## src/rtl/dvpd_pkg.sv

```systemverilog
// Shared types and constants for the posting list varint decoder.
// Used by dvpd_decode, dvpd_result_queue and delta_varint_posting_decoder_core.
package dvpd_pkg;

  localparam int unsigned WordBits    = 32;
  localparam int unsigned IndexBits   = 3;
  localparam int unsigned MaxVarBytes = 5;
  localparam int unsigned GroupBits   = 7;
  localparam logic [7:0]  DataMask    = 8'h7F;
  localparam logic [7:0]  ContBit     = 8'h80;

  localparam int unsigned QueueDepth  = 4;
  localparam int unsigned PtrBits     = $clog2(QueueDepth);
  localparam int unsigned CountBits   = $clog2(QueueDepth + 1);

  typedef enum logic [1:0] {
    KIND_POSTING   = 2'd0,
    KIND_OVERLONG  = 2'd1,
    KIND_TRUNCATED = 2'd2
  } kind_t;

  typedef struct packed {
    logic [7:0]          data_byte;
    logic                list_start;
    logic [WordBits-1:0] posting_count;
    logic                buffer_end;
  } item_t;

  typedef struct packed {
    kind_t               kind;
    logic [WordBits-1:0] doc_number;
    logic [WordBits-1:0] term_freq;
    logic                last_of_list;
  } result_t;

  typedef struct packed {
    logic [WordBits-1:0]  accumulator;
    logic [IndexBits-1:0] byte_index;
    logic                 field_phase;
    logic [WordBits-1:0]  held_doc_number;
    logic [WordBits-1:0]  prev_doc_number;
    logic [WordBits-1:0]  remaining;
    logic                 first_posting;
    logic                 halted;
  } state_t;

  // Decoder state after reset: halted, with a fresh first posting pending.
  localparam state_t StateReset = '{
    accumulator:     '0,
    byte_index:      '0,
    field_phase:     1'b0,
    held_doc_number: '0,
    prev_doc_number: '0,
    remaining:       '0,
    first_posting:   1'b1,
    halted:          1'b1
  };

  // Results produced by one byte: count is 0, 1 or 2, filled from r0.
  typedef struct packed {
    logic [1:0] count;
    result_t    r0;
    result_t    r1;
  } emit_t;

endpackage

```

## src/rtl/dvpd_decode.sv

```systemverilog
// Per-byte decode logic: next decoder state and the results caused by one byte.
// Depends on dvpd_pkg for the item, state and result types.
module dvpd_decode (
  input  dvpd_pkg::item_t  item,
  input  dvpd_pkg::state_t state,
  output dvpd_pkg::state_t state_next,
  output dvpd_pkg::emit_t  emit
);

  always_comb begin
    dvpd_pkg::state_t       st;
    logic [31:0]            data7;
    logic [31:0]            contrib;
    logic [31:0]            acc;
    dvpd_pkg::result_t      res;
    logic                   done;

    st        = state;
    data7     = {24'b0, item.data_byte & dvpd_pkg::DataMask};
    contrib   = '0;
    acc       = '0;
    res       = '0;
    done      = 1'b0;
    emit      = '0;

    // A list start clears the decode state and loads the posting count.
    if (item.list_start) begin
      st.accumulator     = '0;
      st.byte_index      = '0;
      st.field_phase     = 1'b0;
      st.held_doc_number = '0;
      st.prev_doc_number = '0;
      st.first_posting   = 1'b1;
      st.remaining       = item.posting_count;
      st.halted          = (item.posting_count == '0);
    end

    case (st.byte_index)
      3'd0:    contrib = data7;
      3'd1:    contrib = data7 << dvpd_pkg::GroupBits;
      3'd2:    contrib = data7 << (2 * dvpd_pkg::GroupBits);
      3'd3:    contrib = data7 << (3 * dvpd_pkg::GroupBits);
      3'd4:    contrib = data7 << (4 * dvpd_pkg::GroupBits);
      default: contrib = '0;
    endcase
    acc = st.accumulator | contrib;

    if (!st.halted) begin
      if ((item.data_byte & dvpd_pkg::ContBit) != 8'h00) begin
        if (st.byte_index >= dvpd_pkg::IndexBits'(dvpd_pkg::MaxVarBytes - 1)) begin
          // Fifth byte still continues: the varint is overlong.
          res.kind         = dvpd_pkg::KIND_OVERLONG;
          res.last_of_list = 1'b1;
          emit.r0          = res;
          emit.count       = 2'd1;
          st.accumulator   = acc;
          st.halted        = 1'b1;
          done             = 1'b1;
        end else begin
          st.accumulator = acc;
          st.byte_index  = st.byte_index + 3'd1;
        end
      end else begin
        st.accumulator = '0;
        st.byte_index  = '0;
        if (!st.field_phase) begin
          st.held_doc_number = st.first_posting ? acc : st.prev_doc_number + acc;
          st.field_phase     = 1'b1;
        end else begin
          st.field_phase     = 1'b0;
          st.prev_doc_number = st.held_doc_number;
          st.first_posting   = 1'b0;
          res.kind           = dvpd_pkg::KIND_POSTING;
          res.doc_number     = st.held_doc_number;
          res.term_freq      = acc;
          res.last_of_list   = (st.remaining == 32'd1);
          emit.r0            = res;
          emit.count         = 2'd1;
          st.remaining       = st.remaining - 32'd1;
          if (res.last_of_list) begin
            st.halted = 1'b1;
            done      = 1'b1;
          end
        end
      end

      if (!done && item.buffer_end) begin
        // Buffer ran out with postings still expected.
        res              = '0;
        res.kind         = dvpd_pkg::KIND_TRUNCATED;
        res.last_of_list = 1'b1;
        if (emit.count == 2'd0) begin
          emit.r0 = res;
        end else begin
          emit.r1 = res;
        end
        emit.count = emit.count + 2'd1;
        st.halted  = 1'b1;
      end
    end

    state_next = st;
  end

endmodule

```

## src/rtl/dvpd_result_queue.sv

```systemverilog
// Small result queue that takes up to two results a cycle and hands out one word per cycle while m_tready is high.
// Depends on dvpd_pkg for the result and emit types and the queue depth.
module dvpd_result_queue (
  input  logic              clk,
  input  logic              rst,
  input  dvpd_pkg::emit_t   push,
  output logic              room,
  output logic              m_tvalid,
  input  logic              m_tready,
  output dvpd_pkg::result_t head
);

  dvpd_pkg::result_t                  entries [dvpd_pkg::QueueDepth];
  logic [dvpd_pkg::PtrBits-1:0]       wr_ptr;
  logic [dvpd_pkg::PtrBits-1:0]       rd_ptr;
  logic [dvpd_pkg::CountBits-1:0]     count;
  logic [dvpd_pkg::CountBits-1:0]     count_next;
  logic                               pop;

  assign pop      = m_tvalid && m_tready;
  assign m_tvalid = (count != '0);
  assign head     = entries[rd_ptr];
  // Space for the worst case of two results from one byte.
  assign room     = (count <= dvpd_pkg::CountBits'(dvpd_pkg::QueueDepth - 2));

  assign count_next = count + dvpd_pkg::CountBits'(push.count)
                      - dvpd_pkg::CountBits'(pop);

  always_ff @(posedge clk) begin
    if (push.count != 2'd0) begin
      entries[wr_ptr] <= push.r0;
    end
    if (push.count == 2'd2) begin
      entries[wr_ptr + dvpd_pkg::PtrBits'(1)] <= push.r1;
    end
  end

  always_ff @(posedge clk) begin
    if (rst) begin
      wr_ptr <= '0;
      rd_ptr <= '0;
      count  <= '0;
    end else begin
      wr_ptr <= wr_ptr + dvpd_pkg::PtrBits'(push.count);
      rd_ptr <= rd_ptr + dvpd_pkg::PtrBits'(pop);
      count  <= count_next;
    end
  end

endmodule

```

## src/rtl/delta_varint_posting_decoder_core.sv

```systemverilog
// Posting list decoder: one compressed byte per input word, (document, frequency) words out.
// A byte is held in the input register until the result queue has room, then decoded and
// written into the queue; its first result is then presented on m_*.
// Throughput: one byte per cycle while the queue has room; a byte that yields two results
// (a posting and a truncation error) leaves as two words over the single output port.
// Reset (rst, synchronous): decoder idles until a list start, input register and queue empty.
module delta_varint_posting_decoder_core (
  input  logic        clk,
  input  logic        rst,
  // Input byte stream.
  input  logic        s_tvalid,
  output logic        s_tready,
  input  logic [39:0] s_tdata,   // [7:0] data_byte, [39:8] posting_count
  input  logic        s_tuser,   // [0] list_start
  input  logic        s_tlast,   // buffer_end
  // Decoded result stream.
  output logic        m_tvalid,
  input  logic        m_tready,
  output logic [63:0] m_tdata,   // [31:0] doc_number, [63:32] term_freq
  output logic [1:0]  m_tuser,   // [1:0] kind
  output logic        m_tlast    // last_of_list
);

  // Input register: holds one accepted byte until the queue has room for its results.
  logic              in_valid;
  dvpd_pkg::item_t   in_item;
  logic              s_accept;
  logic              advance;

  // Decoder state, updated only when the held byte is decoded.
  dvpd_pkg::state_t  state;
  dvpd_pkg::state_t  state_next;
  dvpd_pkg::emit_t   emit;
  dvpd_pkg::emit_t   push;

  logic              room;
  dvpd_pkg::result_t head;

  // The held byte moves on whenever the queue can take two more results, so the
  // input side keeps running while earlier results wait on the output.
  assign advance  = in_valid && room;
  assign s_tready = !in_valid || advance;
  assign s_accept = s_tvalid && s_tready;

  always_ff @(posedge clk) begin
    if (rst) begin
      in_valid <= 1'b0;
    end else begin
      in_valid <= s_accept || (in_valid && !advance);
    end
  end

  always_ff @(posedge clk) begin
    if (s_accept) begin
      in_item.data_byte     <= s_tdata[7:0];
      in_item.posting_count <= s_tdata[39:8];
      in_item.list_start    <= s_tuser;
      in_item.buffer_end    <= s_tlast;
    end
  end

  dvpd_decode u_decode (
    .item       (in_item),
    .state      (state),
    .state_next (state_next),
    .emit       (emit)
  );

  // Reset leaves the decoder halted with a fresh first posting pending.
  always_ff @(posedge clk) begin
    if (rst) begin
      state <= dvpd_pkg::StateReset;
    end else if (advance) begin
      state <= state_next;
    end
  end

  always_comb begin
    push = emit;
    if (!advance) begin
      push.count = 2'd0;
    end
  end

  dvpd_result_queue u_queue (
    .clk      (clk),
    .rst      (rst),
    .push     (push),
    .room     (room),
    .m_tvalid (m_tvalid),
    .m_tready (m_tready),
    .head     (head)
  );

  assign m_tdata = {head.term_freq, head.doc_number};
  assign m_tuser = head.kind;
  assign m_tlast = head.last_of_list;

`ifndef SYNTHESIS
  // Two results from one byte only happen as a posting followed by a truncation error.
  a_second_is_trunc: assert property (@(posedge clk) disable iff (rst)
    (advance && emit.count == 2'd2) |->
      (emit.r0.kind == dvpd_pkg::KIND_POSTING && emit.r1.kind == dvpd_pkg::KIND_TRUNCATED))
    else $error("second result of a byte is not a truncation error");

  // Every error result closes its list.
  a_error_is_last: assert property (@(posedge clk) disable iff (rst)
    (advance && emit.count != 2'd0 && emit.r0.kind != dvpd_pkg::KIND_POSTING)
      |-> emit.r0.last_of_list)
    else $error("error result without last_of_list");

  // The varint byte counter never runs past the fifth byte.
  a_index_range: assert property (@(posedge clk) disable iff (rst)
    state.byte_index <= dvpd_pkg::IndexBits'(dvpd_pkg::MaxVarBytes - 1))
    else $error("byte_index out of range");

  // A halted decoder stays silent until a list start.
  a_halted_silent: assert property (@(posedge clk) disable iff (rst)
    (advance && state.halted && !in_item.list_start) |-> (emit.count == 2'd0))
    else $error("result emitted while halted");

  // A stalled input side means a byte is held waiting for queue space.
  a_stall_cause: assert property (@(posedge clk) disable iff (rst)
    !s_tready |-> (in_valid && !room))
    else $error("input stalled without a held byte");
`endif

endmodule
```

## config.mk

```make
export PLATFORM = sky130hd
export DESIGN_NAME = delta_varint_posting_decoder_core
export DESIGN_NICKNAME = d
export VERILOG_FILES = /design/src/rtl/dvpd_pkg.sv /design/src/rtl/dvpd_decode.sv /design/src/rtl/dvpd_result_queue.sv /design/src/rtl/delta_varint_posting_decoder_core.sv
export SDC_FILE = /design/constraint.sdc
export NUM_CORES = 1
export LEC_CHECK = 0
export BUFFER_PORTS_ARGS = -buffer_cell sky130_fd_sc_hd__buf_2
export CORE_MARGIN = 4
export CORE_UTILIZATION = 50
export DETAILED_ROUTE_END_ITERATION = 6
export GPL_ROUTABILITY_DRIVEN = 1
export PLACE_DENSITY = 0.67
export RECOVER_POWER = 100
export SETUP_SLACK_MARGIN = 0.05
export SYNTH_ARGS = -nofsm -noshare
export SYNTH_HDL_FRONTEND = slang
export SYNTH_SLANG_ARGS = --single-unit
```

## constraint.sdc

```tcl
create_clock -name clk -period 8.4 [get_ports clk]
set_clock_uncertainty 0.1 [all_clocks]
set_input_delay 0.42 -clock clk [delete_from_list [all_inputs] [get_ports clk]]
set_output_delay 0.42 -clock clk [all_outputs]
set_load 0.02 [all_outputs]
```

==> out/metrics.csv <==
metric;value;unit
outcome;complete, but fails checks;
synth_area;21300;µm²
period_minus_slack;6.62;ns
power_frac_seq;46.4;%
fin_crit_sh;78.8;%
cts.clk_slew.worst_paths;0.06;ns
violations;max-capacitance violations, max-slew violations;
grt-ovfl-total;0;
ys_seq_area_share;44.7;%
crit_type;flip-flop to flip-flop;
dieArea;46100;µm²
hold_path.class;primary input to flip-flop;
cts_sinks;452;
chipHeight;215;µm
synth_fp_nets;2589;
drv_cap;8;
stdcell_area;24000;µm²
combPwrFrac;9.9;%
maxSlewHeadroom;-194;%
ys_ff_latch;452;
finalHoldViolCount;0;
fp-row-count;75;
p_clk_share;43.7;%
synth_area_per_cell;8.53;µm²
finalSetupTns;0;ns
synthCells;2501;
cts_resized;0;
placed_cell_area;22100;µm²
crit_required;8.72;ns
cts_made_buffers;49;
p_sw_share;25.6;%
ant_nets;0;
grt_max_degree;121;
cts_root_buf;clkbuf_16;
max_freq;151;MHz
setup_viol;0;
grt_pass1_wl;96.5;mm
cts_tree;built;
initial_core_util;50.8;%
final_cells;3128;
yosys.cell_types.count;88;
clock_path_buffers;3;
first_pass_iters;6;
via_count;18400;
placed_cells;2993;
routabilityCongestion;0.957;
power;5.01;mW
io_pins;115;
p_leak;8.90;nW
nets;2636;
dieWidth;215;µm
grt_pass1_vias;17800;
h-tree-depth;2;
route.detailed.wl_per_inst;19.2;µm
drt_iter0_drc;1621;
net-switching-power;1.28;mW
grt_use_total;25.5;%
tightestPinTransition;4.41;ns
rsz0062_at_grt;false;
cp-end-kind;flip-flop;
yosys_warnings;0;
critPathLaunchType;flip-flop;
peakVddDrop;0.000152;V
areaGrowthSynthToFinish;12.3;%
drive_gt1_share;9.89;%
core;42000;µm²
dp_hpwl;38.5;mm
path_max_fanout;120;
insertedDiodeCount;0;
via_per_inst;5.87;
slew_violations;406;
power_density;209;nW/µm²
drcViolationCount;0;
crit_arrival;6.94;ns
ys.flop_type;dfxtp_1;
wirelength;60.1;mm
clock_latency;0.59;ns
synth-edff-count;50;
async_flop_share;0;%
grt_antenna_before_repair;0;
p_int;3.73;mW
portBuffers;114;
## power groups by stage
| stage | combinational, mW | clock, mW | sequential, mW |
|---|---|---|---|
| 2_1_floorplan | 0.414 | 0 | 2.30 |
| 3_3_place_gp | 0.477 | 0 | 2.37 |
| 3_5_place_dp | 0.486 | 0 | 2.37 |
| 4_1_cts | 0.503 | 2.23 | 2.33 |
| 5_1_grt | 0.544 | 2.32 | 2.34 |
| 6_report | 0.498 | 2.19 | 2.32 |
## what timing repair did
action                                  CTS  global route
endpoints found under the setup margin    0             0
buffers inserted                          0             0
hold buffers                             43             0
endpoints found under the hold margin    43             0
## metal layers
layer  global-route usage, %  wire length [µm]  up-vias
met5                       0                 0        -
met4                    8.30              1690        0
met3                    4.46              4350      103
met2                    41.7             27800      637
met1                    34.5             26200     8766
li1                        -                 -     8853
## registers in the layout, summed over array words and instances (netlist names)
name,flops
u_queue.rd_ptr,2
u_queue.wr_ptr,2
state,134
u_queue.count,3
in_item,42
in_valid,1
u_queue.entries,268
## kinds of logic (layout without fill, tap and decap cells)
logic type	Yosys count	after routing	synth area share (%)
flops	452	452	44.7
simple gates	1052	1052	21.4
mux	79	79	7.70
buf+inv	207	295	4.24
fa+ha+maj	42	42	2.53
xor+xnor	27	27	1.11
compound gates	642	642	18.3
## area by class of cell
type / instances / area [µm²]
clock buffer: 68 / 1440
timing repair buffer: 180 / 1090
inverter: 23 / 87.6
tap: 539 / 674
sequential: 452 / 9550
multi-input combinational: 1842 / 10900
clock inverter: 24 / 213
fill: 3758 / 18100
## cells in the mapped netlist (9+ instances only)
cell / count / area, µm²
o21ai_0: 65 / 325
a22oi_1: 79 / 593
a21oi_1: 343 / 1720
clkbuf_1: 101 / 379
nor2_1: 634 / 2380
and2_1: 12 / 75.1
buf_4: 10 / 75.1
inv_1: 21 / 78.8
buf_1: 12 / 45.0
nor2b_1: 45 / 282
a21o_1: 17 / 128
edfxtp_1: 50 / 1500
nand3_1: 22 / 110
or3_1: 11 / 68.8
xnor2_1: 18 / 158
a22o_1: 31 / 272
nand2_1: 213 / 800
nand2b_1: 18 / 113
a31oi_1: 13 / 81.3
mux4_2: 67 / 1510
nor4_1: 12 / 75.1
dfxtp_1: 402 / 8050
ha_1: 40 / 500
a32oi_1: 14 / 123
o31ai_1: 12 / 90.1
buf_2: 59 / 295
o211ai_1: 11 / 82.6
nor3_1: 28 / 140
xor2_1: 9 / 78.8
## worst max-delay path, stage by stage (launching register included)
cell,delay (ns)
edfxtp_1,0.37
buf_12,0.42
nor3b_1,0.32
o22ai_1,0.28
nor4b_1,1.13
nand4_4,0.25
o32ai_1,0.56
nor2_1,0.13
ha_1,0.36
nand3b_1,0.50
nor2_4,0.91
clkbuf_2,0.94
nor2_1,0.12
## path summary, 6_finish.rpt
check                         from                endpoint  slack [ns]  depth (start not counted)
min reg2reg  u_queue.entries[2][5]   u_queue.entries[2][5]        0.35                          2
max reg2reg            in_item[33]  u_queue.entries[3][21]        1.78                         12
min                       m_tready       u_queue.rd_ptr[0]        0.22                          4
max                    in_item[33]  u_queue.entries[3][21]        1.78                         12
## layout by cell type, fill, tap and decap left out, drive strengths merged, types with 40 or more instances in the layout
cell type    netlist  routed
ha                40      40
mux4              67      67
a21oi            344     344
clkbuf           101     145
buf               83      60
nor2             635     635
a22oi             79      79
o21ai             71      71
dlygate4sd3        0      43
nor2b             45      45
edfxtp            50      50
nand2            215     215
dfxtp            402     402
## through the flow
stage | utilization (%) | setup slack, ns | hold WS (ns)
floorplan | - | 4.33 | 0.331
global placement | 52.5 | 3.15 | 0.339
detailed placement | 52.5 | 3.02 | 0.346
CTS | 57.4 | 2.96 | 0.167
global route | 57.0 | 1.20 | 0.275
finish | 57.0 | 1.78 | 0.221
No activity file was read; power rests on OpenSTA's default activity.
